<file path="src/rtl/rmch_pkg.sv">
// Shared constants, types and helpers for the ray/mesh closest-hit block.
`timescale 1ns / 1ps

package rmch_pkg;

    // Parameter defaults
    localparam int COORD_WIDTH_DEF = 32;
    localparam int FRAC_BITS_DEF   = 16;

    // Internal fixed-point widths: values saturate to +-(2^60 - 1)
    localparam int MAG_W       = 60;
    localparam int ACC_W       = MAG_W + 1;
    localparam int SUM_W       = MAG_W + 3;
    localparam int DIG_W       = 15;
    localparam int NDIG        = MAG_W / DIG_W;
    localparam int DIST_W      = 31;
    localparam int OUT_W       = 32;
    localparam int CFG_IDX_W   = 3;
    localparam int QUEUE_DEPTH = 2;
    localparam int STEP_W      = 5;

    localparam logic [MAG_W-1:0]  MAG_MAX  = '1;
    localparam logic [DIST_W-1:0] DIST_MAX = '1;

    localparam logic signed [SUM_W-1:0] SUM_LIM = SUM_W'(MAG_MAX);
    localparam logic signed [SUM_W-1:0] OUT_HI  = (SUM_W'(1) << (OUT_W - 1)) - SUM_W'(1);
    localparam logic signed [SUM_W-1:0] OUT_LO  = -(SUM_W'(1) << (OUT_W - 1));

    // Configuration register indexes
    localparam logic [CFG_IDX_W-1:0] REG_ORG_X = 3'd0;
    localparam logic [CFG_IDX_W-1:0] REG_ORG_Y = 3'd1;
    localparam logic [CFG_IDX_W-1:0] REG_ORG_Z = 3'd2;
    localparam logic [CFG_IDX_W-1:0] REG_DIR_X = 3'd3;
    localparam logic [CFG_IDX_W-1:0] REG_DIR_Y = 3'd4;
    localparam logic [CFG_IDX_W-1:0] REG_DIR_Z = 3'd5;

    typedef logic signed [ACC_W-1:0] acc_t;

    typedef struct packed {
        acc_t x;
        acc_t y;
        acc_t z;
    } vec3_t;

    // One triangle after edge setup, as queued between front and back
    typedef struct packed {
        vec3_t e1;
        vec3_t e2;
        vec3_t s;
        logic  last;
    } tri_item_t;

    typedef struct packed {
        logic start;
        acc_t a;
        acc_t b;
    } mul_req_t;

    typedef struct packed {
        logic done;
        acc_t prod;
    } mul_rsp_t;

    typedef enum logic [3:0] {
        BK_IDLE,
        BK_MUL_ISSUE,
        BK_MUL_WAIT,
        BK_CLASSIFY,
        BK_DIV_CHECK,
        BK_DIV_STEP,
        BK_UPDATE,
        BK_FINISH,
        BK_HIT_ISSUE,
        BK_HIT_WAIT,
        BK_EMIT
    } back_state_t;

    // Clamp a sum to the internal range
    function automatic acc_t sat_acc(input logic signed [SUM_W-1:0] v);
        logic signed [SUM_W-1:0] r;
        begin
            if (v > SUM_LIM)
                r = SUM_LIM;
            else if (v < -SUM_LIM)
                r = -SUM_LIM;
            else
                r = v;
            return acc_t'(r[ACC_W-1:0]);
        end
    endfunction

endpackage

</file>
<file path="src/rtl/rmch_mulq.sv">
// Shared fixed-point multiplier: 60x15 bits per cycle, truncate and clamp.
`timescale 1ns / 1ps

module rmch_mulq
    import rmch_pkg::*;
#(
    parameter int FRAC_BITS = FRAC_BITS_DEF
)
(
    input  logic     clk,
    input  logic     rst_n,
    input  mul_req_t req,
    output mul_rsp_t rsp
);
    localparam int CNT_W  = $clog2(NDIG + 1);
    localparam int PROD_W = 2 * MAG_W;

    logic [MAG_W-1:0]       ua_reg;
    logic [MAG_W-1:0]       ub_reg;
    logic                   neg_reg;
    logic [PROD_W-1:0]      acc_reg;
    logic [CNT_W-1:0]       cnt_reg;
    logic                   busy_reg;
    logic                   done_reg;
    acc_t                   prod_reg;

    logic [MAG_W-1:0]       ma;
    logic [MAG_W-1:0]       mb;
    logic [MAG_W+DIG_W-1:0] part;
    logic [PROD_W-1:0]      acc_next;
    logic [PROD_W-1:0]      shifted;
    logic [MAG_W-1:0]       mag;
    acc_t                   prod_next;

    // Operand magnitudes and one digit step, most significant digit first
    always_comb
    begin
        ma       = req.a[ACC_W-1] ? MAG_W'(-req.a) : MAG_W'(req.a);
        mb       = req.b[ACC_W-1] ? MAG_W'(-req.b) : MAG_W'(req.b);
        part     = ua_reg * ub_reg[MAG_W-1 -: DIG_W];
        acc_next = (acc_reg << DIG_W) + PROD_W'(part);
        shifted  = acc_reg >> FRAC_BITS;
        mag      = (|shifted[PROD_W-1:MAG_W]) ? MAG_MAX : shifted[MAG_W-1:0];
        prod_next = neg_reg ? -acc_t'({1'b0, mag}) : acc_t'({1'b0, mag});
    end

    // Operand and accumulator registers
    always_ff @(posedge clk)
    begin
        if (req.start)
        begin
            ua_reg  <= ma;
            ub_reg  <= mb;
            neg_reg <= req.a[ACC_W-1] ^ req.b[ACC_W-1];
            acc_reg <= '0;
        end
        else if (busy_reg && cnt_reg != '0)
        begin
            acc_reg <= acc_next;
            ub_reg  <= ub_reg << DIG_W;
        end
        if (busy_reg && cnt_reg == '0)
        begin
            prod_reg <= prod_next;
        end
    end

    // Step control
    always_ff @(posedge clk or negedge rst_n)
    begin
        if (!rst_n)
        begin
            busy_reg <= 1'b0;
            cnt_reg  <= '0;
            done_reg <= 1'b0;
        end
        else
        begin
            done_reg <= busy_reg && cnt_reg == '0;
            if (req.start)
            begin
                busy_reg <= 1'b1;
                cnt_reg  <= CNT_W'(NDIG);
            end
            else if (busy_reg)
            begin
                if (cnt_reg == '0)
                    busy_reg <= 1'b0;
                else
                    cnt_reg <= cnt_reg - 1'b1;
            end
        end
    end

    assign rsp.done = done_reg;
    assign rsp.prod = prod_reg;
endmodule

</file>
<file path="config.mk">
export PLATFORM = sky130hd
export DESIGN_NAME = rmch_mulq
export DESIGN_NICKNAME = d
export VERILOG_FILES = /design/src/rtl/rmch_pkg.sv /design/src/rtl/rmch_mulq.sv
export SDC_FILE = /design/constraint.sdc
export NUM_CORES = 2
export LEC_CHECK = 0
export BUFFER_PORTS_ARGS = -buffer_cell sky130_fd_sc_hd__buf_4
export CORE_MARGIN = 2
export CORE_UTILIZATION = 55
export DETAILED_ROUTE_END_ITERATION = 8
export GPL_ROUTABILITY_DRIVEN = 0
export PLACE_DENSITY = 0.72
export RECOVER_POWER = 50
export SETUP_SLACK_MARGIN = 0.3
export SYNTH_ARGS = -nofsm -noshare
export SYNTH_HDL_FRONTEND = slang
export SYNTH_SLANG_ARGS = --single-unit
</file>
<file path="constraint.sdc">
create_clock -name clk -period 12.4 [get_ports clk]
set_clock_uncertainty 0.15 [all_clocks]
set_input_delay 2.48 -clock clk [delete_from_list [all_inputs] [get_ports clk]]
set_output_delay 2.48 -clock clk [all_outputs]
set_load 0.05 [all_outputs]
</file>
---- Word level (Yosys, flattened, before mapping) ----
Index checks and enable logic that the tools add are counted.
storage, ports and cells
  register bits ........................... 307
  input port bits ......................... 125
  output and inout port bits .............. 62
  logic and storage cells ................. 37
cells by class
  add/sub/neg operators ................... 5
  multiply operators ...................... 1
  eq/ne operators ......................... 1
  mux-type cells .......................... 12
  bitwise operators ....................... 1
  reduce and logical (&&, ||, !) cells .... 8
operator list
  cell                                                                 count
  60-bit 2-to-1 mux                                                    6
  120-bit by 75-bit adder with 120-bit output                          1
  60-bit negator                                                       2
  60-bit by 15-bit multiplier with 75-bit output                       1
  60-bit negator with 61-bit output                                    1
  44-bit OR reduction                                                  1
  3-bit 2-to-1 mux                                                     3
  2-bit nonzero test                                                   2
  3-bit zero test                                                      1
  1-bit 2-to-1 mux                                                     3
  3-bit nonzero test                                                   1
  3-bit by 1-bit subtractor with 3-bit output (second input constant)  1
  1-bit logical AND                                                    2
  2-bit inequality test (second input constant)                        1
  2-bit AND reduction                                                  1
  1-bit XOR                                                            1

---- Depth between registers and ports, before layout ----
  word-level depth ........................ 4
  gate-level depth with buffers ........... 28
  mapped depth without buffers ............ 24

---- Worst setup path before layout ----
No wires, ideal clock.
  kind .................................... flip-flop to flip-flop
  start point ............................. register ub_reg[54]
  end point ............................... register acc_reg[100]
  library setup time ...................... 0.091 ns
  data arrival time ....................... 6.993 ns
  required time ........................... 12.159 ns
  path slack .............................. 5.166 ns
  stages on the path, launching flop included .. 26
  path buffers ............................ 4
  period minus slack after synthesis ...... 7.234 ns
  cells stage by stage .................... edfxtp_1 -> clkbuf_1 -> clkbuf_1 -> nand2_1 -> fa_1 -> inv_1 -> fa_1 -> fa_1 -> fa_1 -> fa_1 -> inv_1 -> fa_1 -> inv_1 -> ha_1 -> clkbuf_1 -> nand2_1 -> nor3_1 -> nand3_1 -> o211a_1 -> nor4_1 -> o21ai_1 -> a21bo_2 -> clkbuf_1 -> a21o_1 -> or4_1 -> a311oi_1
on the way
  cells in the longest elaborated chain, start to end .. 2
ends and longest elaborated chain
  item                                            line             RTL
  start, declared                                 rmch_mulq.sv:19  logic [MAG_W-1:0] ub_reg;
  start signal, assigned                          rmch_mulq.sv:53  ub_reg <= mb;
  start signal, assigned                          rmch_mulq.sv:60  ub_reg <= ub_reg << DIG_W;
  60-bit by 15-bit multiplier with 75-bit output  rmch_mulq.sv:40  part = ua_reg * ub_reg[MAG_W-1 -: DIG_W];
  120-bit by 75-bit adder with 120-bit output     rmch_mulq.sv:41  acc_next = (acc_reg << DIG_W) + PROD_W'(part);
  end signal, assigned                            rmch_mulq.sv:59  acc_reg <= acc_next;
  end, declared                                   rmch_mulq.sv:21  logic [PROD_W-1:0] acc_reg;
No other way between the ends.
A chain may end at the register's enable or synchronous reset.

---- Final worst setup path ----
  start point ............................. register ub_reg[57]
  end point ............................... register acc_reg[115]
Same word-level chain as after synthesis.

==> run_results.csv <==
group,metric,value,unit
outcome,status,"finished, violations left",
outcome,violations,"max-capacitance violations, max-slew violations",
worst_setup_path,crit_path_frequent_cell,"fa_1",
floorplanning,core,0.0816,mm²
cts,cts-root-buf,"clkbuf_16",
sta,finalCritPeriodShare,0.745,
synthesis,synth_edf_count,182,
worst_hold_path,hp-class,"flip-flop to flip-flop",
floorplanning,io_pins,187,
worst_setup_path,cp_slowest_stage_delay,1.26,ns
route,via_per_inst,5.85,
finish,largest_reg_flops,120,
route,drcViolationCount,0,
route,wl_met2,63.5,mm
cts,clk_latency,0.60,ns
finish,fin_nets,6139,
sta,finalCriticalPeriod,9.24,ns
route,highest_layer,"met4",
cts,cts_tree,"done",
flow_run,maxCapViolations,7,
synthesis,synth_cell_types,84,
worst_setup_path,crit_path_end_kind,"flip-flop",
sta,final-hold-violation-count,0,
floorplanning,start_util,0.553,
sta,slew-limit-headroom,-2.24,
cts,clk_pin_slew,0.06,ns
cts,holdBufCountCts,0,
finish,regArea,0.00799,mm²
finish,final_util,0.589,
finish,antenna_cells,0,
global_route,track_usage,0.307,
synthesis,ys_ff_latch,307,
placed_design,portBuffers,186,
worst_setup_path,required,12.49,ns
worst_setup_path,path_class,"flip-flop to flip-flop",
global_route,grt_pass1_vias,36744,
finish,area_growth,6.45,%
route,post_drt_wl_per_cell,20.8,µm
cts,cts.sinks,307,
cts,numCtsBuffers,36,
global_route,grt_pass1_wl,204,mm
cts,clockBufferDepth,3,
synthesis,synth_ff_type,"edfxtp_1",
synthesis,synth.net_count,6178,
route,drt_iter0_markers,3038,
synthesis,seq_area_frac_synth,0.177,
sta,setup_viol,0,
sta,slew_viol_final,436,
floorplanning,die_area,0.0843,mm²
placed_design,hpwl,96.9,mm
global_route,antenna_found_initial,0,
floorplanning,chipWidth,290,µm
global_route,grt_start_max_net_pins,102,
worst_setup_path,slowest_stage,"edfxtp_1",
finish,fill_cells,7285,
floorplanning,die_y,290,µm
finish,layout-drive-gt1-share,0.0483,
route,drt-total-wl,128,mm
synthesis,syn-instance-count,5082,
cts,cts-resized-gates,0,
sta,tightest_slew,4.85,ns
cts,postCtsSetupBuffers,0,
worst_setup_path,crit_family,"adder cells",
global_route,grt-ovfl-total,0,
sta,tns,0,ns
route,route.met3.wl,9.29,mm
route,ant_nets,0,
synthesis,synth_area,0.0451,mm²
sta,rsz0062_at_grt,"no",
cts,h-tree-depth,2,
synthesis,async_flop_share,0.0163,
worst_setup_path,worst-path-buf-inv,3,
synthesis,postSynthAreaPerCell,8.88,µm²
worst_setup_path,path_cells,"buf_4 -> and2_1 -> fa_1 -> fa_1 -> fa_1 -> fa_1 -> fa_1 -> inv_1 -> fa_1 -> inv_1 -> ha_1 -> nand2_1 -> nor2_1 -> nand4_1 -> or3_1 -> a211oi_1 -> o2111ai_1 -> a311oi_2 -> nand4_1 -> xor2_1 -> a211oi_1",
sta,max_freq,0.108,GHz
worst_setup_path,cp-start-kind,"flip-flop",
route,met1_length,46.1,mm
route,firstDrtPassIters,6,
worst_setup_path,cp.arrival,9.32,ns
synthesis,yosysWarnings,0,
worst_setup_path,cp_max_fo,31,
floorplanning,rows,105,
route,vias,35918,
finish,multiInputGateArea,0.0328,mm²
-- worst register-to-register path: cells and delay by family, from the launching register on --
| family | cells | cell delay, ns |
|---|---|---|
| buf+inv | 3 | 0.64 |
| fa+ha+maj | 7 | 3.54 |
| simple gates | 6 | 1.38 |
| compound gates | 4 | 1.76 |
| xor+xnor | 1 | 0.18 |
| flops | 1 | 1.26 |
-- cell usage in the layout (no fill, tap or decap), types with 14 or more instances in the layout --
master / netlist / routed
nand2_1: 871 / 870
inv_1: 871 / 870
fa_1: 813 / 813
and2_1: 340 / 338
a21oi_1: 221 / 221
nor2_1: 204 / 202
edfxtp_1: 182 / 182
ha_1: 158 / 158
o21ai_0: 152 / 152
xnor2_1: 145 / 145
buf_4: 1 / 145
dfxtp_1: 120 / 120
xor2_1: 98 / 98
clkbuf_1: 284 / 76
o31ai_1: 52 / 52
nand4_1: 50 / 50
nor3_1: 49 / 49
nand3_1: 46 / 46
a211oi_1: 45 / 45
clkbuf_16: 0 / 38
nor4_1: 32 / 32
or3_1: 32 / 32
or4_1: 29 / 29
a21o_1: 22 / 22
o41ai_1: 20 / 20
and3_1: 19 / 19
o311ai_0: 17 / 17
or2_2: 16 / 16
o21a_1: 16 / 16
a31oi_1: 16 / 16
nand2b_1: 15 / 14
-- kinds of logic (layout without fill, tap and decap cells) --
family          count (synthesis)  after routing  synth area share
fa+ha+maj                     971            971             0.405
flops                         307            307             0.177
xor+xnor                      243            243            0.0472
compound gates                653            653            0.0907
simple gates                 1738           1738             0.182
mux                             6              6           0.00144
buf+inv                      1164           1150            0.0971
-- cell usage after synthesis, types with 15 or more instances --
cell        n  area [µm²]
edfxtp_1  182        5470
a21oi_1   221        1110
ha_1      158        1980
o21ai_0   152         761
a21o_1     22         165
nor2_1    204         766
nand2_1   871        3270
or2_2      16         100
and3_1     19         119
or4_1      29         218
or3_1      32         200
and2_1    340        2130
a31oi_1    16         100
nand2b_1   15        93.8
nand3_1    46         230
xor2_1     98         858
xnor2_1   145        1270
clkbuf_1  284        1070
o311ai_0   17         149
o21a_1     16         120
fa_1      813       16300
o41ai_1    20         175
nand4_1    50         313
nor4_1     32         200
a211oi_1   45         338
o31ai_1    52         390
dfxtp_1   120        2400
inv_1     871        3270
nor3_1     49         245
-- through the flow --
stage | instances | setup slack (ns) | cell area (µm²) | hold slack, ns
after floorplan | 5082 | 5.17 | 45100 | 0.275
after global placement | 6075 | 3.70 | 47000 | 0.290
after detailed placement | 6075 | 3.48 | 47000 | 0.296
after CTS | 6138 | 3.49 | 48300 | 0.307
after global routing | 6138 | 2.59 | 48000 | 0.324
final | 6138 | 3.16 | 48000 | 0.307
-- layout make-up --
cell class	count	share of cell area
Clock buffer	45	0.0208
Multi-Input combinational cell	3611	0.682
Sequential cell	307	0.166
Timing Repair Buffer	216	0.0282
Clock inverter	18	0.00649
Inverter	871	0.0681
Tap cell	1070	0.0279
-- final timing paths --
| path | from | end | slack [ns] | depth (start not counted) |
|---|---|---|---|---|
| setup / recovery | ub_reg[57] | acc_reg[115] | 3.16 | 21 |
| setup reg to reg | ub_reg[57] | acc_reg[115] | 3.16 | 21 |
| min in group asynchronous | rst_n | done_reg | 1.64 | 1 |
| max in group asynchronous | rst_n | cnt_reg[2] | 10.19 | 1 |
| hold reg to reg | acc_reg[8] | acc_reg[8] | 0.31 | 2 |
| hold / removal | acc_reg[8] | acc_reg[8] | 0.31 | 2 |
-- metal layers --
layer  vias to the layer above  track usage
li1                      15842            -
met1                     17968        0.374
met2                      1637        0.526
met3                       471       0.0429
met4                         0        0.177
met5                         -            0
Power is not shown: default switching activity piles up to over one toggle a cycle in this logic, so the estimate is an artifact.
