==> src/rtl/rmch_pkg.sv <==
// Shared constants, types and helpers for the ray/mesh closest-hit block.
`timescale 1ns / 1ps

package rmch_pkg;

    // Parameter defaults
    localparam int COORD_WIDTH_DEF = 32;
    localparam int FRAC_BITS_DEF   = 16;

    // Internal fixed-point widths: values saturate to +-(2^60 - 1)
    localparam int MAG_W       = 60;
    localparam int ACC_W       = MAG_W + 1;
    localparam int SUM_W       = MAG_W + 3;
    localparam int DIG_W       = 15;
    localparam int NDIG        = MAG_W / DIG_W;
    localparam int DIST_W      = 31;
    localparam int OUT_W       = 32;
    localparam int CFG_IDX_W   = 3;
    localparam int QUEUE_DEPTH = 2;
    localparam int STEP_W      = 5;

    localparam logic [MAG_W-1:0]  MAG_MAX  = '1;
    localparam logic [DIST_W-1:0] DIST_MAX = '1;

    localparam logic signed [SUM_W-1:0] SUM_LIM = SUM_W'(MAG_MAX);
    localparam logic signed [SUM_W-1:0] OUT_HI  = (SUM_W'(1) << (OUT_W - 1)) - SUM_W'(1);
    localparam logic signed [SUM_W-1:0] OUT_LO  = -(SUM_W'(1) << (OUT_W - 1));

    // Configuration register indexes
    localparam logic [CFG_IDX_W-1:0] REG_ORG_X = 3'd0;
    localparam logic [CFG_IDX_W-1:0] REG_ORG_Y = 3'd1;
    localparam logic [CFG_IDX_W-1:0] REG_ORG_Z = 3'd2;
    localparam logic [CFG_IDX_W-1:0] REG_DIR_X = 3'd3;
    localparam logic [CFG_IDX_W-1:0] REG_DIR_Y = 3'd4;
    localparam logic [CFG_IDX_W-1:0] REG_DIR_Z = 3'd5;

    typedef logic signed [ACC_W-1:0] acc_t;

    typedef struct packed {
        acc_t x;
        acc_t y;
        acc_t z;
    } vec3_t;

    // One triangle after edge setup, as queued between front and back
    typedef struct packed {
        vec3_t e1;
        vec3_t e2;
        vec3_t s;
        logic  last;
    } tri_item_t;

    typedef struct packed {
        logic start;
        acc_t a;
        acc_t b;
    } mul_req_t;

    typedef struct packed {
        logic done;
        acc_t prod;
    } mul_rsp_t;

    typedef enum logic [3:0] {
        BK_IDLE,
        BK_MUL_ISSUE,
        BK_MUL_WAIT,
        BK_CLASSIFY,
        BK_DIV_CHECK,
        BK_DIV_STEP,
        BK_UPDATE,
        BK_FINISH,
        BK_HIT_ISSUE,
        BK_HIT_WAIT,
        BK_EMIT
    } back_state_t;

    // Clamp a sum to the internal range
    function automatic acc_t sat_acc(input logic signed [SUM_W-1:0] v);
        logic signed [SUM_W-1:0] r;
        begin
            if (v > SUM_LIM)
                r = SUM_LIM;
            else if (v < -SUM_LIM)
                r = -SUM_LIM;
            else
                r = v;
            return acc_t'(r[ACC_W-1:0]);
        end
    endfunction

endpackage

==> src/rtl/rmch_fifo.sv <==
// Short queue of set-up triangles between front and back.
`timescale 1ns / 1ps

module rmch_fifo
    import rmch_pkg::*;
#(
    parameter int DEPTH = QUEUE_DEPTH
)
(
    input  logic      clk,
    input  logic      rst_n,
    input  logic      wr_en,
    input  tri_item_t wr_data,
    output logic      full,
    input  logic      rd_en,
    output tri_item_t rd_data,
    output logic      empty
);
    localparam int PTR_W = (DEPTH > 1) ? $clog2(DEPTH) : 1;
    localparam int CNT_W = $clog2(DEPTH + 1);

    tri_item_t        mem_reg [DEPTH];
    logic [PTR_W-1:0] wr_ptr_reg;
    logic [PTR_W-1:0] rd_ptr_reg;
    logic [CNT_W-1:0] count_reg;
    logic             do_wr;
    logic             do_rd;

    assign full    = (count_reg == CNT_W'(DEPTH));
    assign empty   = (count_reg == '0);
    assign do_wr   = wr_en && !full;
    assign do_rd   = rd_en && !empty;
    assign rd_data = mem_reg[rd_ptr_reg];

    // Store items
    always_ff @(posedge clk)
    begin
        if (do_wr)
        begin
            mem_reg[wr_ptr_reg] <= wr_data;
        end
    end

    // Advance pointers and occupancy
    always_ff @(posedge clk or negedge rst_n)
    begin
        if (!rst_n)
        begin
            wr_ptr_reg <= '0;
            rd_ptr_reg <= '0;
            count_reg  <= '0;
        end
        else
        begin
            if (do_wr)
            begin
                wr_ptr_reg <= (wr_ptr_reg == PTR_W'(DEPTH - 1)) ? '0 : wr_ptr_reg + 1'b1;
            end
            if (do_rd)
            begin
                rd_ptr_reg <= (rd_ptr_reg == PTR_W'(DEPTH - 1)) ? '0 : rd_ptr_reg + 1'b1;
            end
            if (do_wr && !do_rd)
                count_reg <= count_reg + 1'b1;
            else if (do_rd && !do_wr)
                count_reg <= count_reg - 1'b1;
        end
    end
endmodule

==> config.mk <==
export PLATFORM = sky130hd
export DESIGN_NAME = rmch_fifo
export DESIGN_NICKNAME = d
export VERILOG_FILES = /design/src/rtl/rmch_pkg.sv /design/src/rtl/rmch_fifo.sv
export SDC_FILE = /design/constraint.sdc
export NUM_CORES = 1
export LEC_CHECK = 0
export BUFFER_PORTS_ARGS = -buffer_cell sky130_fd_sc_hd__buf_2
export CORE_AREA = 4 4 430 432
export CTS_CLUSTER_DIAMETER = 40
export DETAILED_ROUTE_END_ITERATION = 10
export DIE_AREA = 0 0 434 436
export PLACE_DENSITY = 0.43
export SYNTH_ARGS = -nofsm -noshare
export SYNTH_HDL_FRONTEND = slang
export SYNTH_SLANG_ARGS = --single-unit
==> constraint.sdc <==
create_clock -name clk -period 45 [get_ports clk]
set_clock_uncertainty 0.05 [all_clocks]
set_input_delay 13.5 -clock clk [delete_from_list [all_inputs] [get_ports clk]]
set_output_delay 13.5 -clock clk [all_outputs]
set_load 0.005 [all_outputs]
# ---- Yosys cells after proc, flatten, opt, wreduce, memory -nomap -nowiden
# Memories as Yosys holds them, arrays and structs flattened.
# Cells that the tools add are included.
dict set report op_classes {
  n_addsub 4
  n_eq_ne 1
  muxes 6
  reduce_logical 10
}
# operator n
set ops {}
lappend ops {{logical AND 1 bit} 4}
lappend ops {{logical NOT 1 bit} 4}
lappend ops {{2-to-1 mux 1 bit} 4}
lappend ops {{2-to-1 mux 2 bit} 2}
lappend ops {{adder 1 bit (second input constant)} 2}
lappend ops {{adder 2 x 1 -> 2 bit (second input constant)} 1}
lappend ops {{equality test 2 bit (second input constant)} 1}
lappend ops {{logical NOT 2 bit} 1}
lappend ops {{nonzero test 2 bit} 1}
lappend ops {{subtractor 2 x 1 -> 2 bit (second input constant)} 1}
dict set report word_totals {
  reg_bits 4
  mem_bits_rw 1100
  out_inout_bits 552
  elab_cells 25
  memories 1
}
# memory words width read_ports rd_ports_with_merged_regs wr line
set mem_list {}
lappend mem_list {mem_reg 2 550 1 0 1 rmch_fifo.sv:22} ;# tri_item_t mem_reg [DEPTH];

# ---- Longest topological paths before layout
# Gate-level depths: netlist of run 1.
dict set report depth {
  ltp_word 7
  mapped_depth 7
  mapped_depth_nobuf 7
}

# ---- Worst setup path after synthesis of run 1
# No wires, ideal clock.
dict set report synth_path {
  path_type {input to register}
  startpoint {input wr_en}
  endpoint {memory mem_reg[0][0] (netlist bit) (enable)}
  setup_ps 1476
  arrival_time_ps 36333
  required_ps 43474
  setup_slack_ps 7141
  path_stages 2
  path_buffers 0
  cell_sequence {nand2_1 nor2_1}
}
dict set report synth_between {
  elab_chain_cells 3
}
# item line
set synth_rtl {}
lappend synth_rtl {{start, declared} rmch_fifo.sv:12} ;# input logic wr_en,
lappend synth_rtl {{logical AND 1 bit} rmch_fifo.sv:31} ;# assign do_wr = wr_en && !full;
lappend synth_rtl {{2-to-1 mux 1 bit} rmch_fifo.sv:38} ;# if (do_wr)
lappend synth_rtl {{2-to-1 mux 1 bit (implied by the code)} rmch_fifo.sv:40} ;# mem_reg[wr_ptr_reg] <= wr_data;
lappend synth_rtl {{end, declared} rmch_fifo.sv:22}
# No other way between the ends.

==> results.py, run 1 <==
metrics = {
    "synth": {
        "yosys.area.top_type": "edfxtp_1",
        "ys_top_cells_by_area": "edfxtp_1, mux2_4, mux2_1",
        "synthArstFlopShare_pct": 0.362,
        "yosys-top-cells-count": "edfxtp_1, mux2_1, mux2_4, mux2_2, buf_6",
        "syn_avg_cell_area_um2": 23.6,
        "synth_fp_nets": 2285,
        "synth_most_common_cell": "edfxtp_1",
        "ys.flop_type": "edfxtp_1",
        "ys_ff_latch": 1104,
        "synth-warning-count": 0,
        "netlist_area_um2": 40800,
        "yosys.area.top_type_share_pct": 81.0,
        "synth_cells": 1730,
        "synth_seq_area_share_pct": 81.3,
        "yosysUniqueCellTypes": 18,
        "synth-edff-count": 1100,
    },
    "setup_path": {
        "critical_path_class": "flop to output pin",
        "rr_endpoint": "mem_reg[1][164]$_DFFE_PP_",
        "cp-end-kind": "output pin",
        "cpMostUsedCell": "buf_4",
        "crit_path_start_kind": "flop",
        "reg2reg_slack_ns": 39.27,
        "cp.arrival_ns": 5.28,
        "critical_path.cell_chain": "buf_12 > buf_4 > buf_4 > mux2_1 > buf_2",
        "r2r-start": "count_reg[0]$_DFFE_PN0P_",
        "cp_max_fo": 139,
        "critPathMaxStageDelay_ns": 1.13,
        "r2r_cells": 7,
        "worst_ep_required_time_ns": 31.45,
        "path_buf_inv": 4,
        "critical_path.slowest_cell": "dfrtp_4",
        "crit_family": "buffers and inverters",
    },
    "grt": {
        "track_usage_pct": 12.5,
        "grt_first_pass_wirelength_um": 169000,
        "grt_pass1_vias": 22500,
        "grt_max_degree": 171,
        "grt_antenna_before_repair": 64,
        "grt-ovfl-total": 0,
    },
    "final_layout": {
        "drive_gt1_share_pct": 56.5,
        "postLayoutCoreUtil_pct": 30.5,
        "largest_reg_flops": 1100,
        "area_growth_pct": 35.2,
        "multi_input_area_um2": 7010,
        "finalNetCount": 3538,
        "seqCellArea_um2": 33100,
        "fillCellCount": 17800,
    },
    "hold_path": {
        "min_to": "count_reg[1]$_DFFE_PN0P_",
        "hp-class": "flop to flop",
        "hp-start": "count_reg[1]$_DFFE_PN0P_",
        "holdPathStages": 1,
    },
    "timing": {
        "worst_slew_pin_slew_ns": 1.17,
        "period_minus_slack_ns": 18.83,
        "drv_slew": 0,
        "relSlewSlack_pct": 22.3,
        "finalSetupViolCount": 0,
        "hold_violations": 0,
        "rsz0062_at_grt": "false",
        "fin_setup_tns_ns": 0,
        "fin_crit_sh_pct": 41.9,
        "fmax_ghz": 0.0531,
    },
    "place": {
        "portBuffers": 1105,
        "dp_hpwl_um": 90700,
        "place.gp.congestion": 0.819,
    },
    "power_and_ir_drop": {
        "power_frac_seq_pct": 38.4,
        "pwr-share-comb_pct": 25.3,
        "switching_share_pct": 28.3,
        "p_leak_nw": 20.7,
        "irDropWorstVdd_mv": 0.0439,
        "switchingPower_mw": 1.08,
        "power.density_nw_per_um2": 69.4,
        "p_int_mw": 2.75,
        "p_clk_share_pct": 36.2,
    },
    "floorplan": {
        "rows": 156,
        "core_um2": 181000,
        "die_area_um2": 189000,
        "fp.dieH_um": 436,
        "die_width_um": 434,
        "start_util_pct": 22.6,
        "ios": 1106,
    },
    "detailed_routing": {
        "drt-total-wl_um": 124000,
        "wl_per_cell_um": 22.4,
        "via_per_inst": 3.90,
        "dr.first_iter.drc_count": 1022,
        "drtAntennaViolNets": 0,
        "first_pass_iters": 4,
        "drcViolationCount": 0,
        "vias": 21600,
    },
    "cts": {
        "cts_resized": 0,
        "clock_sinks": 1104,
        "clk_pin_slew_worst_paths_ns": 0.05,
        "cts_tree": "built",
        "cts_buffers": 182,
        "clockBufferDepth": 3,
        "insertion_delay_ns": 0.77,
        "root_buffer": "clkbuf_16",
        "postCtsSetupBuffers": 0,
        "h-tree-depth": 4,
        "holdBufCountCts": 0,
    },
    "run_status": {
        "status": "finished clean",
    },
    "job": {
        "max_cap_violations": 0,
    },
}
[worst max-delay path by stage]
stage                                start                        end  slack [ns]  depth (start not counted)
floorplan                            wr_en    mem_reg[0][0]$_DFFE_PP_        7.14                          2
global placement                     wr_en  mem_reg[1][155]$_DFFE_PP_       26.20                          7
detailed placement                   wr_en  mem_reg[1][157]$_DFFE_PP_       26.27                          7
CTS                 rd_ptr_reg$_DFFE_PN0P_                rd_data[16]       25.98                          5
global route        rd_ptr_reg$_DFFE_PN0P_               rd_data[263]       25.82                          5
finish              rd_ptr_reg$_DFFE_PN0P_               rd_data[263]       26.17                          5
[per-layer routing]
metal / vias up / track usage, % / wire length [um]
met5: - / 0 / 152
met4: 24 / 4.26 / 3380
met3: 252 / 4.85 / 10000
met2: 780 / 22.5 / 65100
met1: 10900 / 13.4 / 45500
li1: 9583 / - / -
[power groups by stage]
stage	Combinational [mW]	Clock, mW	Sequential (mW)
finish	0.969	1.39	1.47
global route	1.04	1.48	1.49
CTS	1.01	1.43	1.47
detailed placement	1.01	0	1.49
global placement	1.01	0	1.49
floorplan	0.572	0	1.67
[cell families (layout without fill, tap and decap cells)]
family | after synthesis | in the layout | synth area share, %
AND/OR/NAND/NOR | 6 | 6 | 0.0675
buffers and inverters | 63 | 1468 | 1.58
XOR/XNOR | 5 | 5 | 0.107
AO/OA/AOI/OAI | 1 | 1 | 0.0123
flip-flops | 1104 | 1104 | 81.3
other | 0 | 30 | 0
adder cells (fa/ha/maj) | 1 | 1 | 0.0307
multiplexers | 550 | 550 | 16.9
[placed cells by master, fill, tap and decap left out, types with 22 or more instances in the layout]
cell / Yosys / final
mux2_1: 200 / 200
edfxtp_1: 1100 / 1100
buf_2: 7 / 1105
clkinvlp_4: 0 / 26
clkinv_1: 0 / 26
clkbuf_16: 0 / 186
bufinv_16: 0 / 25
diode_2: 0 / 30
mux2_2: 160 / 160
clkbuf_1: 0 / 22
buf_4: 11 / 23
mux2_4: 190 / 190
[per-stage QoR]
| step | hold WS (ns) | setup slack [ns] | cells | total power, mW | instance area, um2 |
|---|---|---|---|---|---|
| 4_1_cts | 0.461 | 25.98 | 5505 | 3.91 | 55100 |
| 2_1_floorplan | 0.411 | 7.14 | 1730 | 2.24 | 40800 |
| 5_1_grt | 0.489 | 25.82 | 5519 | 4.01 | 55100 |
| 6_report | 0.454 | 26.17 | 5535 | 3.83 | 55100 |
| 3_3_place_gp | 0.448 | 26.20 | 5169 | 2.50 | 48900 |
| 3_5_place_dp | 0.455 | 26.27 | 5169 | 2.50 | 48900 |
[layout make-up]
cell class / instances / share of cell area, %
timing repair buffer: 1130 / 10.4
clock buffer: 208 / 8.59
multi-input combinational: 563 / 12.7
sequential: 1104 / 60.1
antenna: 30 / 0.136
clock inverter: 128 / 2.64
tap: 2370 / 5.38
inverter: 2 / 0.0136
Power figures use the tool's default switching activity.
==> run 2: changes to the inputs <==
CORE_AREA = 4 4 425 427   (was 4 4 430 432)
DIE_AREA = 0 0 429 431   (was 0 0 434 436)
PLACE_DENSITY = 0.45   (was 0.43)
clock period = 15.1 ns   (was 45 ns; I/O delays follow)
==> results.py, run 2 (same netlist as run 1, synthesis figures left out) <==
metrics = {
    "timing": {
        "period_minus_slack_ns": 8.72,
        "fin_setup_tns_ns": 0,
        "drv_slew": 0,
        "fmax_ghz": 0.115,
        "finalSetupViolCount": 0,
        "fin_crit_sh_pct": 57.7,
        "rsz0062_at_grt": "false",
        "relSlewSlack_pct": 28.9,
        "worst_slew_pin_slew_ns": 1.07,
        "whs_ns": 0.488,
        "hold_violations": 0,
    },
    "floorplan": {
        "ios": 1106,
        "core_um2": 176000,
        "die_area_um2": 185000,
        "start_util_pct": 23.1,
        "die_width_um": 429,
        "rows": 154,
        "fp.dieH_um": 431,
    },
    "cts": {
        "cts_resized": 0,
        "cts_tree": "built",
        "insertion_delay_ns": 0.80,
        "clock_sinks": 1104,
        "cts_buffers": 182,
        "postCtsSetupBuffers": 0,
        "h-tree-depth": 4,
        "clockBufferDepth": 3,
        "root_buffer": "clkbuf_16",
        "holdBufCountCts": 0,
        "clk_pin_slew_worst_paths_ns": 0.05,
    },
    "grt": {
        "met2_usage_pct": 21.8,
        "grt_first_pass_wirelength_um": 168000,
        "gr-usage-met1_pct": 14.4,
        "grt-ovfl-total": 0,
        "grt_util_met3_pct": 5.09,
        "grt_pass1_vias": 22000,
        "grt_max_degree": 147,
        "track_usage_pct": 12.7,
        "grt_antenna_before_repair": 80,
        "top_usage_layer": "met2",
    },
    "final_layout": {
        "multi_input_area_um2": 7010,
        "fillCellCount": 17400,
        "area_growth_pct": 35.3,
        "final_cell_mix": "buf_2, edfxtp_1, mux2_1",
        "finalNetCount": 3530,
        "postLayoutCoreUtil_pct": 31.3,
        "seqCellArea_um2": 33100,
        "drive_gt1_share_pct": 56.6,
        "final_common_cell": "buf_2",
        "largest_reg_flops": 1100,
    },
    "detailed_routing": {
        "dr.first_iter.drc_count": 1024,
        "wl_per_cell_um": 22.4,
        "first_pass_iters": 5,
        "drcViolationCount": 0,
        "drtAntennaViolNets": 0,
        "via_per_inst": 3.95,
        "vias": 21700,
        "drt-total-wl_um": 123000,
    },
    "power_and_ir_drop": {
        "irDropWorstVdd_mv": 0.140,
        "p_leak_nw": 20.8,
        "power.density_nw_per_um2": 207,
        "power.total_mw": 11.4,
    },
    "setup_path": {
        "critPathMaxStageDelay_ns": 0.99,
        "cpMostUsedCell": "buf_4",
        "critical_path.cell_chain": "buf_4 > buf_4 > mux2_2 > buf_2",
        "cp.arrival_ns": 4.14,
        "path_buf_inv": 3,
        "critical_path_class": "flop to output pin",
        "cp_max_fo": 61,
        "crit_path_start_kind": "flop",
        "worst_ep_required_time_ns": 10.52,
        "critical_path.slowest_cell": "dfrtp_4",
        "cp-end-kind": "output pin",
        "crit_family": "buffers and inverters",
    },
    "place": {
        "dp_hpwl_um": 88600,
        "place.gp.congestion": 0.892,
        "portBuffers": 1105,
    },
    "run_status": {
        "status": "finished clean",
    },
    "hold_path": {
        "hp-class": "flop to flop",
    },
    "job": {
        "max_cap_violations": 0,
    },
}
## run 2: cell count changes in the layout (fill, tap and decap cells not counted), moves of 4 or more
| cell | change |
|---|---|
| buf_12 | +7 |
| buf_4 | -15 |
| clkbuf_1 | -4 |
| clkinv_16 | +4 |
| clkinv_4 | +7 |
| clkinvlp_4 | -6 |
| inv_8 | +5 |
## run 2: per-stage QoR
step	instances	cell area (um2)	setup slack, ns
after floorplan	1730	40800	1.79
after global placement	5131	48800	7.05
after detailed placement	5131	48800	7.03
after CTS	5465	55100	6.10
after global routing	5475	55100	6.05
final	5494	55200	6.38
## run 2: metal layers
layer / part of all wire, % / routed length [um]
met1: 38 / 46900
met2: 51 / 62700
met3: 8.0 / 9880
met4: 2.9 / 3580
met5: 0.14 / 178
## run 2: power by group
part / switching [mW] / internal (mW)
clock: 1.52 / 2.63
combinational: 1.61 / 1.30
sequential: 0.162 / 4.20
## run 2: cell type report
| type | instances | area share [%] |
|---|---|---|
| sequential | 1104 | 60.1 |
| multi-input combinational | 563 | 12.7 |
| timing repair buffer | 1122 | 10.5 |
| clock buffer | 201 | 8.43 |
| tap | 2340 | 5.31 |
| clock inverter | 133 | 2.87 |
| antenna | 29 | 0.132 |
| inverter | 2 | 0.0136 |
## run 2: worst reg2reg max path: stages (launching register included)
cell,delay (ns)
dfrtp_1,0.42
nand2b_1,0.22
nand2_1,0.18
nor2_4,0.32
buf_4,0.65
buf_4,0.84
buf_12,0.64
## run 2: worst paths after layout
| path | startpoint | endpoint | slack (ns) | cells after the start |
|---|---|---|---|---|
| worst min-delay path | count_reg[1]$_DFFE_PN0P_ | count_reg[1]$_DFFE_PN0P_ | 0.49 | 1 |
| max in group asynchronous | rst_n | rd_ptr_reg$_DFFE_PN0P_ | 11.36 | 1 |
| worst min register to register | count_reg[1]$_DFFE_PN0P_ | count_reg[1]$_DFFE_PN0P_ | 0.49 | 1 |
| min in group asynchronous | rst_n | wr_ptr_reg$_DFFE_PN0P_ | 3.49 | 1 |
| worst max register to register | count_reg[0]$_DFFE_PN0P_ | mem_reg[0][215]$_DFFE_PP_ | 11.23 | 6 |
| worst max-delay path | rd_ptr_reg$_DFFE_PN0P_ | rd_data[527] | 6.38 | 4 |
