==> src/rtl/rmch_pkg.sv <==
// Shared constants, types and helpers for the ray/mesh closest-hit block.
`timescale 1ns / 1ps

package rmch_pkg;

    // Parameter defaults
    localparam int COORD_WIDTH_DEF = 32;
    localparam int FRAC_BITS_DEF   = 16;

    // Internal fixed-point widths: values saturate to +-(2^60 - 1)
    localparam int MAG_W       = 60;
    localparam int ACC_W       = MAG_W + 1;
    localparam int SUM_W       = MAG_W + 3;
    localparam int DIG_W       = 15;
    localparam int NDIG        = MAG_W / DIG_W;
    localparam int DIST_W      = 31;
    localparam int OUT_W       = 32;
    localparam int CFG_IDX_W   = 3;
    localparam int QUEUE_DEPTH = 2;
    localparam int STEP_W      = 5;

    localparam logic [MAG_W-1:0]  MAG_MAX  = '1;
    localparam logic [DIST_W-1:0] DIST_MAX = '1;

    localparam logic signed [SUM_W-1:0] SUM_LIM = SUM_W'(MAG_MAX);
    localparam logic signed [SUM_W-1:0] OUT_HI  = (SUM_W'(1) << (OUT_W - 1)) - SUM_W'(1);
    localparam logic signed [SUM_W-1:0] OUT_LO  = -(SUM_W'(1) << (OUT_W - 1));

    // Configuration register indexes
    localparam logic [CFG_IDX_W-1:0] REG_ORG_X = 3'd0;
    localparam logic [CFG_IDX_W-1:0] REG_ORG_Y = 3'd1;
    localparam logic [CFG_IDX_W-1:0] REG_ORG_Z = 3'd2;
    localparam logic [CFG_IDX_W-1:0] REG_DIR_X = 3'd3;
    localparam logic [CFG_IDX_W-1:0] REG_DIR_Y = 3'd4;
    localparam logic [CFG_IDX_W-1:0] REG_DIR_Z = 3'd5;

    typedef logic signed [ACC_W-1:0] acc_t;

    typedef struct packed {
        acc_t x;
        acc_t y;
        acc_t z;
    } vec3_t;

    // One triangle after edge setup, as queued between front and back
    typedef struct packed {
        vec3_t e1;
        vec3_t e2;
        vec3_t s;
        logic  last;
    } tri_item_t;

    typedef struct packed {
        logic start;
        acc_t a;
        acc_t b;
    } mul_req_t;

    typedef struct packed {
        logic done;
        acc_t prod;
    } mul_rsp_t;

    typedef enum logic [3:0] {
        BK_IDLE,
        BK_MUL_ISSUE,
        BK_MUL_WAIT,
        BK_CLASSIFY,
        BK_DIV_CHECK,
        BK_DIV_STEP,
        BK_UPDATE,
        BK_FINISH,
        BK_HIT_ISSUE,
        BK_HIT_WAIT,
        BK_EMIT
    } back_state_t;

    // Clamp a sum to the internal range
    function automatic acc_t sat_acc(input logic signed [SUM_W-1:0] v);
        logic signed [SUM_W-1:0] r;
        begin
            if (v > SUM_LIM)
                r = SUM_LIM;
            else if (v < -SUM_LIM)
                r = -SUM_LIM;
            else
                r = v;
            return acc_t'(r[ACC_W-1:0]);
        end
    endfunction

endpackage

==> src/rtl/rmch_if.sv <==
// Channel interfaces: triangle input, result output and configuration writes.
`timescale 1ns / 1ps

interface rmch_tri_if
    import rmch_pkg::*;
#(
    parameter int COORD_WIDTH = COORD_WIDTH_DEF
);
    logic                          valid;
    logic                          ready;
    logic signed [COORD_WIDTH-1:0] vert_a_x;
    logic signed [COORD_WIDTH-1:0] vert_a_y;
    logic signed [COORD_WIDTH-1:0] vert_a_z;
    logic signed [COORD_WIDTH-1:0] vert_b_x;
    logic signed [COORD_WIDTH-1:0] vert_b_y;
    logic signed [COORD_WIDTH-1:0] vert_b_z;
    logic signed [COORD_WIDTH-1:0] vert_c_x;
    logic signed [COORD_WIDTH-1:0] vert_c_y;
    logic signed [COORD_WIDTH-1:0] vert_c_z;
    logic                          last_triangle;

    modport source (
        output valid, vert_a_x, vert_a_y, vert_a_z, vert_b_x, vert_b_y, vert_b_z,
               vert_c_x, vert_c_y, vert_c_z, last_triangle,
        input  ready
    );
    modport sink (
        input  valid, vert_a_x, vert_a_y, vert_a_z, vert_b_x, vert_b_y, vert_b_z,
               vert_c_x, vert_c_y, vert_c_z, last_triangle,
        output ready
    );
endinterface


==> src/rtl/rmch_front.sv <==
// Front end: accept triangles, form edge vectors and tag the last item.
`timescale 1ns / 1ps

module rmch_front
    import rmch_pkg::*;
#(
    parameter int COORD_WIDTH = COORD_WIDTH_DEF
)
(
    rmch_tri_if.sink  tri_in,
    input  vec3_t     origin,
    output logic      wr_en,
    output tri_item_t wr_data,
    input  logic      full
);
    // Sign-extend a coordinate to the internal width; the differences are not clamped here
    function automatic acc_t ext(input logic signed [COORD_WIDTH-1:0] v);
        return acc_t'(v);
    endfunction

    assign tri_in.ready = !full;
    assign wr_en        = tri_in.valid && !full;

    // Edge setup: e1 = b - a, e2 = c - a, s = origin - a
    always_comb
    begin
        wr_data.e1.x = ext(tri_in.vert_b_x) - ext(tri_in.vert_a_x);
        wr_data.e1.y = ext(tri_in.vert_b_y) - ext(tri_in.vert_a_y);
        wr_data.e1.z = ext(tri_in.vert_b_z) - ext(tri_in.vert_a_z);
        wr_data.e2.x = ext(tri_in.vert_c_x) - ext(tri_in.vert_a_x);
        wr_data.e2.y = ext(tri_in.vert_c_y) - ext(tri_in.vert_a_y);
        wr_data.e2.z = ext(tri_in.vert_c_z) - ext(tri_in.vert_a_z);
        wr_data.s.x  = origin.x - ext(tri_in.vert_a_x);
        wr_data.s.y  = origin.y - ext(tri_in.vert_a_y);
        wr_data.s.z  = origin.z - ext(tri_in.vert_a_z);
        wr_data.last = tri_in.last_triangle;
    end
endmodule

==> src/flat_wrapper.sv <==
// flat-port wrapper written by rule: the top's interface ports become plain ports
module rmch_front_flat import rmch_pkg::*;
#(
    parameter int COORD_WIDTH = COORD_WIDTH_DEF
)
  (origin, wr_en, wr_data, full, tri_in_valid, tri_in_vert_a_x, tri_in_vert_a_y, tri_in_vert_a_z, tri_in_vert_b_x, tri_in_vert_b_y, tri_in_vert_b_z, tri_in_vert_c_x, tri_in_vert_c_y, tri_in_vert_c_z, tri_in_last_triangle, tri_in_ready);
  rmch_tri_if #(.COORD_WIDTH(COORD_WIDTH)) tri_in_i ();
  input  vec3_t origin;
  output logic wr_en;
  output tri_item_t wr_data;
  input  logic full;
  input wire logic [$bits(tri_in_i.valid)-1:0] tri_in_valid;
  input wire logic [$bits(tri_in_i.vert_a_x)-1:0] tri_in_vert_a_x;
  input wire logic [$bits(tri_in_i.vert_a_y)-1:0] tri_in_vert_a_y;
  input wire logic [$bits(tri_in_i.vert_a_z)-1:0] tri_in_vert_a_z;
  input wire logic [$bits(tri_in_i.vert_b_x)-1:0] tri_in_vert_b_x;
  input wire logic [$bits(tri_in_i.vert_b_y)-1:0] tri_in_vert_b_y;
  input wire logic [$bits(tri_in_i.vert_b_z)-1:0] tri_in_vert_b_z;
  input wire logic [$bits(tri_in_i.vert_c_x)-1:0] tri_in_vert_c_x;
  input wire logic [$bits(tri_in_i.vert_c_y)-1:0] tri_in_vert_c_y;
  input wire logic [$bits(tri_in_i.vert_c_z)-1:0] tri_in_vert_c_z;
  input wire logic [$bits(tri_in_i.last_triangle)-1:0] tri_in_last_triangle;
  output wire logic [$bits(tri_in_i.ready)-1:0] tri_in_ready;
  assign tri_in_i.valid = tri_in_valid;
  assign tri_in_i.vert_a_x = tri_in_vert_a_x;
  assign tri_in_i.vert_a_y = tri_in_vert_a_y;
  assign tri_in_i.vert_a_z = tri_in_vert_a_z;
  assign tri_in_i.vert_b_x = tri_in_vert_b_x;
  assign tri_in_i.vert_b_y = tri_in_vert_b_y;
  assign tri_in_i.vert_b_z = tri_in_vert_b_z;
  assign tri_in_i.vert_c_x = tri_in_vert_c_x;
  assign tri_in_i.vert_c_y = tri_in_vert_c_y;
  assign tri_in_i.vert_c_z = tri_in_vert_c_z;
  assign tri_in_i.last_triangle = tri_in_last_triangle;
  assign tri_in_ready = tri_in_i.ready;
  rmch_front #(.COORD_WIDTH(COORD_WIDTH)) u_core (.tri_in(tri_in_i), .origin(origin), .wr_en(wr_en), .wr_data(wr_data), .full(full));
endmodule
==> config.mk <==
export PLATFORM = sky130hd
export DESIGN_NAME = rmch_front_flat
export DESIGN_NICKNAME = d
export VERILOG_FILES = /design/src/rtl/rmch_pkg.sv /design/src/rtl/rmch_if.sv /design/src/rtl/rmch_front.sv /design/src/flat_wrapper.sv
export SDC_FILE = /design/constraint.sdc
export NUM_CORES = 1
export LEC_CHECK = 0
export ABC_CLOCK_PERIOD_IN_PS = 7500
export BUFFER_PORTS_ARGS = -buffer_cell sky130_fd_sc_hd__buf_2
export CORE_AREA = 2 2 397 399
export DETAILED_ROUTE_END_ITERATION = 10
export DIE_AREA = 0 0 399 401
export GPL_ROUTABILITY_DRIVEN = 0
export PLACE_DENSITY = 0.34
export SLEW_MARGIN = 25
export SYNTH_ARGS = -nofsm -noshare
export SYNTH_HDL_FRONTEND = slang
export SYNTH_SLANG_ARGS = --single-unit
export TNS_END_PERCENT = 100
==> constraint.sdc <==
create_clock -name vclk -period 7.5
set_input_delay 1.5 -clock vclk [all_inputs]
set_output_delay 1.5 -clock vclk [all_outputs]
set_load 0.01 [all_outputs]
# Yosys cells after proc, flatten, opt, wreduce, memory -nomap -nowiden
# Index checks and enable logic that the tools add are counted.
word_totals:
  register_bits: 0
  rom_bits: 0
  mem_count: 0
  ramBits: 0
  out_inout_bits: 552
  latchBits: 0
  word_cells: 11
classes:
  n_addsub: 9
  n_mul: 0
  mux: 0
  n_reduce_logical: 2
  magnitude_cmp: 0
  shifts: 0
  eq_ne: 0
  n_div: 0
  bitwise_logic: 0
op_table:
  columns: ["operator", "count"]
  rows:
  - ["$sub 32x32->33", 6]
  - ["$sub 61x32->61", 3]
  - ["$logic_and 1x1->1", 1]
  - ["$logic_not 1->1", 1]

# Logic depth before layout (Yosys ltp)
# Gate-level depths: netlist of the first run.
depth:
  ltp_word: 2
  mapped_depth: 15
  depth_no_buf: 14

# Worst setup path after synthesis of the first run
# Ideal clock, no wire load.
synth_timing:
  path_kind: "input port to output port"
  from: "input tri_in_vert_a_y[2]"
  to: "output wr_data[461] (netlist bit)"
  slack_ns: -0.440
  n_path_buf: 1
  required_time_ns: 6.000
  t_arrival_ns: 6.440
  stages: 14
  path_cell_list: "inv_1 -> ha_1 -> nor2b_1 -> o21ai_0 -> a21boi_0 -> o311ai_0 -> a31oi_1 -> o221a_2 -> a211oi_1 -> nor3_1 -> nand2_1 -> a21oi_1 -> o41ai_1 -> buf_4"
synth_lines:
  columns: ["item", "line", "source"]
  rows:
  - ["from (decl)", "flat_wrapper.sv:14", "input wire logic [$bits(tri_in_i.vert_a_y)-1:0] tri_in_vert_a_y;"]
  - ["to (decl)", "flat_wrapper.sv:10", "output tri_item_t wr_data;"]

==> metrics.yaml, run 1 <==
die:
  core_um2: 156000
  ioPinCount: 1026
  rows: 145
  start_util_pct: 13.8
  die-area_um2: 160000
  die_h_um: 401
  die_width_um: 399
setup_path:
  worst-setup-path-type: "input pin to output port"
  crit_chain: "buf_2 -> inv_1 -> ha_1 -> fa_1 -> nor2b_1 -> o21ai_0 -> a21boi_0 -> o21ai_0 -> a21boi_0 -> o21ai_0 -> a211oi_1 -> a21oi_1 -> buf_4 -> o21ai_0 -> buf_4 -> a21oi_1 -> a311oi_1 -> buf_2"
  crit_required_ns: 6.00
  crit_family: "compound AO/OA/AOI/OAI gates"
  crit_top_cell: "o21ai_0"
  path_max_fanout: 4
  timing.critical_path.slowest_stage_cell: "fa_1"
  arrival_ns: 5.52
  worstSetupEndpointType: "output port"
  path_buf_inv: 5
  worst_path_largest_cell_delay_ns: 0.47
  start_kind: "input pin"
pwr:
  switching_share_pct: 61.6
  p_total_w: 0.00330
  powerDensity_nw_per_um2: 119
  combPwrFrac_pct: 100.0
  internal-power_w: 0.00127
  max-vdd-ir-drop_mv: 0.0670
  leakagePower_nw: 14.1
  seqPwrFrac_pct: 0
  p_switching_w: 0.00203
  clock_power_share_pct: 0
sta:
  finalMaxSlewViolations: 0
  hold_viol_final: 0
  slew_headroom_pct: 47.4
  fmax_ghz: 0.142
  rsz0062_at_grt: "false"
  fin_crit_sh_pct: 93.7
  hold_ws_ns: 3.00
  worst_pin_slew_ns: 0.783
  setup_viol: 0
  setup_tns_ns: 0
  fin_crit_ns: 7.02
yosys:
  synth_simple_gate_area_share_pct: 19.5
  synth_top_family_by_area: "compound AO/OA/AOI/OAI gates"
  synth-compound-area-share_pct: 33.1
  yosysWarnings: 0
  seq_area_frac_synth_pct: 0
  muxShareOfSynthArea_pct: 0.152
  ys_top_cells_by_count: "372 x ha_1, 362 x a21oi_1, 222 x nand2_1"
  yosysTopAreaCellShare_pct: 21.7
  synth_area_leaders: "ha_1 22%, xnor2_1 9.0%, a21oi_1 8.5%"
  synth.most_common_cell: "ha_1"
  synth_xor_xnor_area_share_pct: 13.3
  synthAdderAreaFrac_pct: 22.6
  syn_area_um2: 21400
  synth_cell_type_count: 84
  synth_nets: 3995
  syn_inst: 3140
  synth_area_leader_cell: "ha_1"
  synth.avg_cell_area_um2: 6.82
routing:
  viasPerCell: 4.29
  vias: 25800
  first_pass_iters: 5
  ant_nets: 0
  drc: 0
  first_iter_violations: 1141
  wl_per_cell_um: 21.5
  drt_wl_total_um: 129000
global_route:
  grt_pass1_wl_um: 180000
  antenna_found_initial: 75
  gr-total-overflow: 0
  grt_pass1_vias: 25600
  grtUsageTotal_pct: 15.2
  grt_max_degree: 30
cts:
  cts.hold.buffers_added: 0
  cts_setup_buffers: 0
  cts_resized: 0
finish:
  drive_gt1_share_pct: 28.0
  seq_area_um2: 0
  design_area_um2: 27800
  seq_cell_count: 0
  area_growth_pct: 29.8
  clock_buffers: 0
  finalNetCount: 4788
flow_run:
  cap_viol_max_count: 0
hold_path:
  hold_class: "input pin to output port"
placed_design:
  place_area_um2: 27700
  numPortBuffers: 1024
  dp_hpwl_um: 119000
outcome:
  run_status: "complete, no violations"
-- power groups by stage --
| stage | Clock [W] | Combinational [W] | Sequential [W] |
|---|---|---|---|
| floorplan | 0 | 0.00203 | 0 |
| CTS | 0 | 0.00337 | 0 |
| finish | 0.000000000162 | 0.00330 | 0 |
| detailed placement | 0 | 0.00335 | 0 |
| global placement | 0 | 0.00338 | 0 |
| global route | 0.000000000107 | 0.00361 | 0 |
-- through the flow --
step / std cells / setup slack (ns) / utilization [%]
after CTS: 5989 / 0.351 / 17.8
after global placement: 5989 / 0.332 / 17.8
after global routing: 5995 / 0.0571 / 17.8
after detailed placement: 5989 / 0.360 / 17.8
final: 6007 / 0.476 / 17.9
after floorplan: 3140 / 0.729 / -
-- layout by cell type, fill, tap and decap left out, drive strengths merged, types with 7 or more instances in the layout --
cell type / synthesis / layout
a211o: 7 / 7
a211oi: 23 / 23
a21boi: 24 / 24
a21o: 189 / 189
a21oi: 363 / 363
a221o: 7 / 7
a311oi: 14 / 14
a31o: 9 / 9
a31oi: 36 / 36
a41oi: 8 / 8
and2: 19 / 19
and3: 32 / 32
buf: 178 / 1053
diode: 0 / 18
fa: 9 / 9
ha: 372 / 372
inv: 218 / 218
nand2: 222 / 222
nand2b: 53 / 53
nand3: 58 / 58
nand3b: 9 / 9
nand4: 65 / 65
nor2: 201 / 201
nor2b: 80 / 80
nor3: 46 / 46
nor4: 11 / 11
o2111ai: 8 / 8
o211ai: 24 / 24
o21a: 48 / 48
o21ai: 209 / 209
o21bai: 55 / 55
o31a: 12 / 12
o31ai: 18 / 18
o41ai: 8 / 8
or2: 15 / 15
or3: 16 / 16
xnor2: 220 / 220
xor2: 104 / 104
-- layout make-up --
type	instances	area (µm²)
antenna	18	45.0
fill	18200	128000
inverter	218	818
multi-input combinational	2660	19000
tap	2058	2570
timing repair buffer	1053	5360
-- worst paths after layout --
check,startpoint,end,cells after the start
min,tri_in_last_triangle,wr_data[0],0
max,tri_in_vert_b_x[0],wr_data[517],18
-- cells by family after synthesis --
family	count (synthesis)
simple gates	847
mux	3
fa+ha+maj	381
xor+xnor	324
compound gates	1105
buf+inv	480
-- per-layer routing --
metal / GRT usage (%) / routed length, µm / vias up
met5: 0 / 423 / -
met3: 3.84 / 9480 / 164
met4: 2.16 / 2730 / 68
li1: - / - / 12800
met1: 17.0 / 50100 / 11900
met2: 29.0 / 66600 / 829
Note: power is estimated with default switching activity, not from simulation.
==> inputs of run 2 (changes only) <==
- ABC_CLOCK_PERIOD_IN_PS: 7500 -> 9100
- PLACE_DENSITY: 0.34 -> 0.33
- clock period: 7.5 -> 9.1 ns (I/O delays scaled with it)
==> run 2 against run 1 <==
Die area did not move. Cell count fell by 0.27%. Core utilization fell by 0.084 points. Critical path type unchanged.
==> metrics.yaml, run 2 (synthesis gave the netlist of run 1 again) <==
outcome:
  run_status: "complete, no violations"
sta:
  rsz0062_at_grt: "false"
  worst_slack_ns: 1.18
  finalMaxSlewViolations: 0
  hold_viol_final: 0
  worst_pin_slew_ns: 0.952
  slew_headroom_pct: 35.9
  fin_crit_sh_pct: 87.0
  fmax_ghz: 0.126
  fin_crit_ns: 7.92
  setup_viol: 0
  setup_tns_ns: 0
setup_path:
  timing.critical_path.slowest_stage_cell: "o2111ai_1"
  start_kind: "input pin"
  worst-setup-path-type: "input pin to output port"
  crit_top_cell: "o21ai_0"
  path_max_fanout: 29
  crit_required_ns: 7.28
  crit_chain: "buf_2 -> inv_1 -> ha_1 -> fa_1 -> nor2b_1 -> o21ai_0 -> a21boi_0 -> o21ai_0 -> a21boi_0 -> o21ai_0 -> o2111ai_1 -> nand3_1 -> nand3b_1 -> a21oi_1 -> o31a_1 -> buf_2"
  arrival_ns: 6.10
  worstSetupEndpointType: "output port"
  worst_path_largest_cell_delay_ns: 0.67
die:
  core_um2: 156000
  ioPinCount: 1026
  start_util_pct: 13.8
  die-area_um2: 160000
  die_width_um: 399
  rows: 145
  die_h_um: 401
routing:
  ant_nets: 0
  vias: 25800
  drt_wl_total_um: 128000
  first_pass_iters: 5
  wl_per_cell_um: 21.4
  viasPerCell: 4.30
  first_iter_violations: 1411
  drc: 0
finish:
  area_growth_pct: 29.1
  seq_area_um2: 0
  clock_buffers: 0
  seq_cell_count: 0
  final_cell_mix: "1,024 x buf_2, 372 x ha_1, 362 x a21oi_1"
  final_common_cell: "buf_2"
  drive_gt1_share_pct: 27.8
  fin_cells: 5991
  finalNetCount: 4775
global_route:
  grtUsageTotal_pct: 15.1
  grt_max_degree: 30
  grt_pass1_vias: 25300
  gr-total-overflow: 0
  antenna_found_initial: 76
  grt_pass1_wl_um: 179000
cts:
  cts_setup_buffers: 0
  cts_resized: 0
  cts.hold.buffers_added: 0
placed_design:
  pre_cts_ws_ns: 1.13
  dp.cells: 5976
  dp_hpwl_um: 117000
  numPortBuffers: 1024
flow_run:
  cap_viol_max_count: 0
hold_path:
  hold_class: "input pin to output port"
[run 2: cell types whose count changed in the layout (fill, tap and decap cells not counted), sizes merged]
cell / previous run / this run
buf: 1053 / 1040
diode: 18 / 15
[run 2: area by class of cell]
type | instances | area, µm²
antenna | 15 | 37.5
timing repair buffer | 1040 | 5250
inverter | 218 | 818
multi-input combinational | 2660 | 19000
tap | 2058 | 2570
fill | 18200 | 128000
[run 2: critical path: cells and delay by family]
family          cells  cell delay (ns)
buf+inv             3             0.38
fa+ha+maj           2             0.62
simple gates        3             0.64
compound gates      8             2.63
[run 2: metrics by stage]
stage          cell area [µm²]  hold WS (ns)  util (%)
3_5_place_dp             27600          3.64      17.7
3_3_place_gp             27600          3.64      17.7
5_1_grt                  27600          3.64      17.8
2_1_floorplan            21400          3.68         -
4_1_cts                  27600          3.64      17.7
6_report                 27700          3.64      17.8
[run 2: final timing paths]
path | from | to | slack (ns) | depth (start not counted)
max | tri_in_vert_c_z[0] | wr_data[232] | 1.18 | 16
min | tri_in_last_triangle | wr_data[0] | 3.64 | 0
[run 2: per-layer routing]
layer  GRT usage (%)  wire, µm
met3            3.72      9340
met5               0       563
met1            17.8     51800
met2            27.1     62700
met4            3.46      3880
==> inputs of run 3 (changes only) <==
--- a/config.mk
+++ b/config.mk
@@ -12,5 +12,5 @@
 export DIE_AREA = 0 0 399 401
 export GPL_ROUTABILITY_DRIVEN = 0
-export PLACE_DENSITY = 0.33
+export PLACE_DENSITY = 0.4
 export SLEW_MARGIN = 25
 export SYNTH_ARGS = -nofsm -noshare
==> constraint.sdc (replaced) <==
create_clock -name vclk -period 9.1
set_input_delay 0.455 -clock vclk [all_inputs]
set_output_delay 0.455 -clock vclk [all_outputs]
set_load 0.01 [all_outputs]
==> run 3 against run 2 <==
Routed wire length is 4.0% higher. Flip-flop and latch count is the same. Non-clock buffer count fell by 8. Design area about the same. Maximum frequency rose by 53%. Sequential share of layout area stayed put. Global-route usage rose by 0.51 points. First-iteration DRC count is 11% higher. Worst hold slack got worse by 2.7 ns. Largest cell class unchanged.
==> metrics.yaml, run 3 (synthesis gave the netlist of run 1 again) <==
routing:
  first_iter_violations: 1563
  drt-met1-wl_um: 50800
  drc: 0
  wl_met3_um: 12100
  vias: 26300
  first_pass_iters: 8
  routed.top_layer: "met5"
  viasPerCell: 4.38
  drt_wl_total_um: 133000
  wl_per_cell_um: 22.2
  ant_nets: 0
  wl_met2_um: 65900
die:
  rows: 145
  start_util_pct: 13.8
  die-area_um2: 160000
  ioPinCount: 1026
  die_h_um: 401
  core_um2: 156000
  die_width_um: 399
setup_path:
  start_kind: "input pin"
  crit_family: "compound AO/OA/AOI/OAI gates"
  worst-setup-path-type: "input pin to output port"
  worstSetupEndpointType: "output port"
  crit_top_cell: "buf_2"
  timing.critical_path.slowest_stage_cell: "o311ai_0"
  arrival_ns: 4.71
  path_buf_inv: 4
  path_max_fanout: 25
  worst_path_largest_cell_delay_ns: 0.76
  crit_required_ns: 8.65
  crit_chain: "buf_2 -> inv_1 -> ha_1 -> fa_1 -> nor2b_1 -> o21ai_0 -> a21boi_0 -> o311ai_0 -> a31oi_1 -> o221a_2 -> a211oi_1 -> nor3_1 -> nand2_1 -> a21oi_1 -> o41ai_2 -> buf_4 -> buf_2"
global_route:
  grt_pass1_vias: 25100
  grtUsageTotal_pct: 15.6
  grt_max_degree: 32
  antenna_found_initial: 111
  grt_pass1_wl_um: 182000
  gr-total-overflow: 0
placed_design:
  dp_hpwl_um: 123000
  numPortBuffers: 1024
  dp.cells: 5968
  pre_cts_ws_ns: 3.99
finish:
  num-fill-cells: 18200
  area_growth_pct: 29.0
  multiInputGateArea_um2: 19000
  final_cell_mix: "1,024 x buf_2, 372 x ha_1, 362 x a21oi_1"
  seq_cell_count: 0
  seq_area_um2: 0
  drive_gt1_share_pct: 27.6
  finalNetCount: 4767
  fin_cells: 6000
  final_common_cell: "buf_2"
  clock_buffers: 0
cts:
  cts_resized: 0
  cts.hold.buffers_added: 0
  cts_setup_buffers: 0
sta:
  setup_tns_ns: 0
  fmax_ghz: 0.194
  finalMaxSlewViolations: 0
  hold_viol_final: 0
  slew_headroom_pct: 39.6
  worst_pin_slew_ns: 0.900
  setup_viol: 0
  worst_slack_ns: 3.93
  fin_crit_ns: 5.17
  fin_crit_sh_pct: 56.8
  rsz0062_at_grt: "false"
pwr:
  powerDensity_nw_per_um2: 99.4
  max-vdd-ir-drop_mv: 0.0563
  p_total_w: 0.00275
  leakagePower_nw: 14.0
hold_path:
  hold_class: "input pin to output port"
outcome:
  run_status: "complete, no violations"
flow_run:
  cap_viol_max_count: 0
## run 3: cell count changes in the layout (fill, tap and decap cells not counted), sizes merged
| cell | change |
|---|---|
| buf | -8 |
| diode | +17 |
## run 3: routing by layer
layer,track usage (%),vias up
met1,17.5,12200
met2,28.4,950
met4,3.26,112
met5,0,-
met3,5.17,230
li1,-,12800
## run 3: worst paths after layout
check / from / to / slack [ns] / cells past startpoint
min: tri_in_last_triangle / wr_data[0] / 0.91 / 0
max: tri_in_vert_b_y[0] / wr_data[461] / 3.93 / 17
## run 3: cell type report
type	instances	area share (%)
diodes	32	0.290
inverters	218	2.96
multi-input cells	2660	68.7
well taps	2058	9.32
repair buffers	1032	18.8
## run 3: where the power goes
part / total (W) / leakage, nW / internal (W) / switching (W)
clock: 0.000000000189 / 0.000203 / 0.000000000189 / 0
combinational: 0.00275 / 14.0 / 0.00103 / 0.00172
sequential: 0 / 0 / 0 / 0
## run 3: per-stage QoR
step,utilization [%],instance area [µm²],hold WS [ns]
detailed placement,17.7,27600,0.910
finish,17.8,27600,0.910
floorplan,-,21400,0.954
global route,17.7,27600,0.910
global placement,17.7,27600,0.910
CTS,17.7,27600,0.910
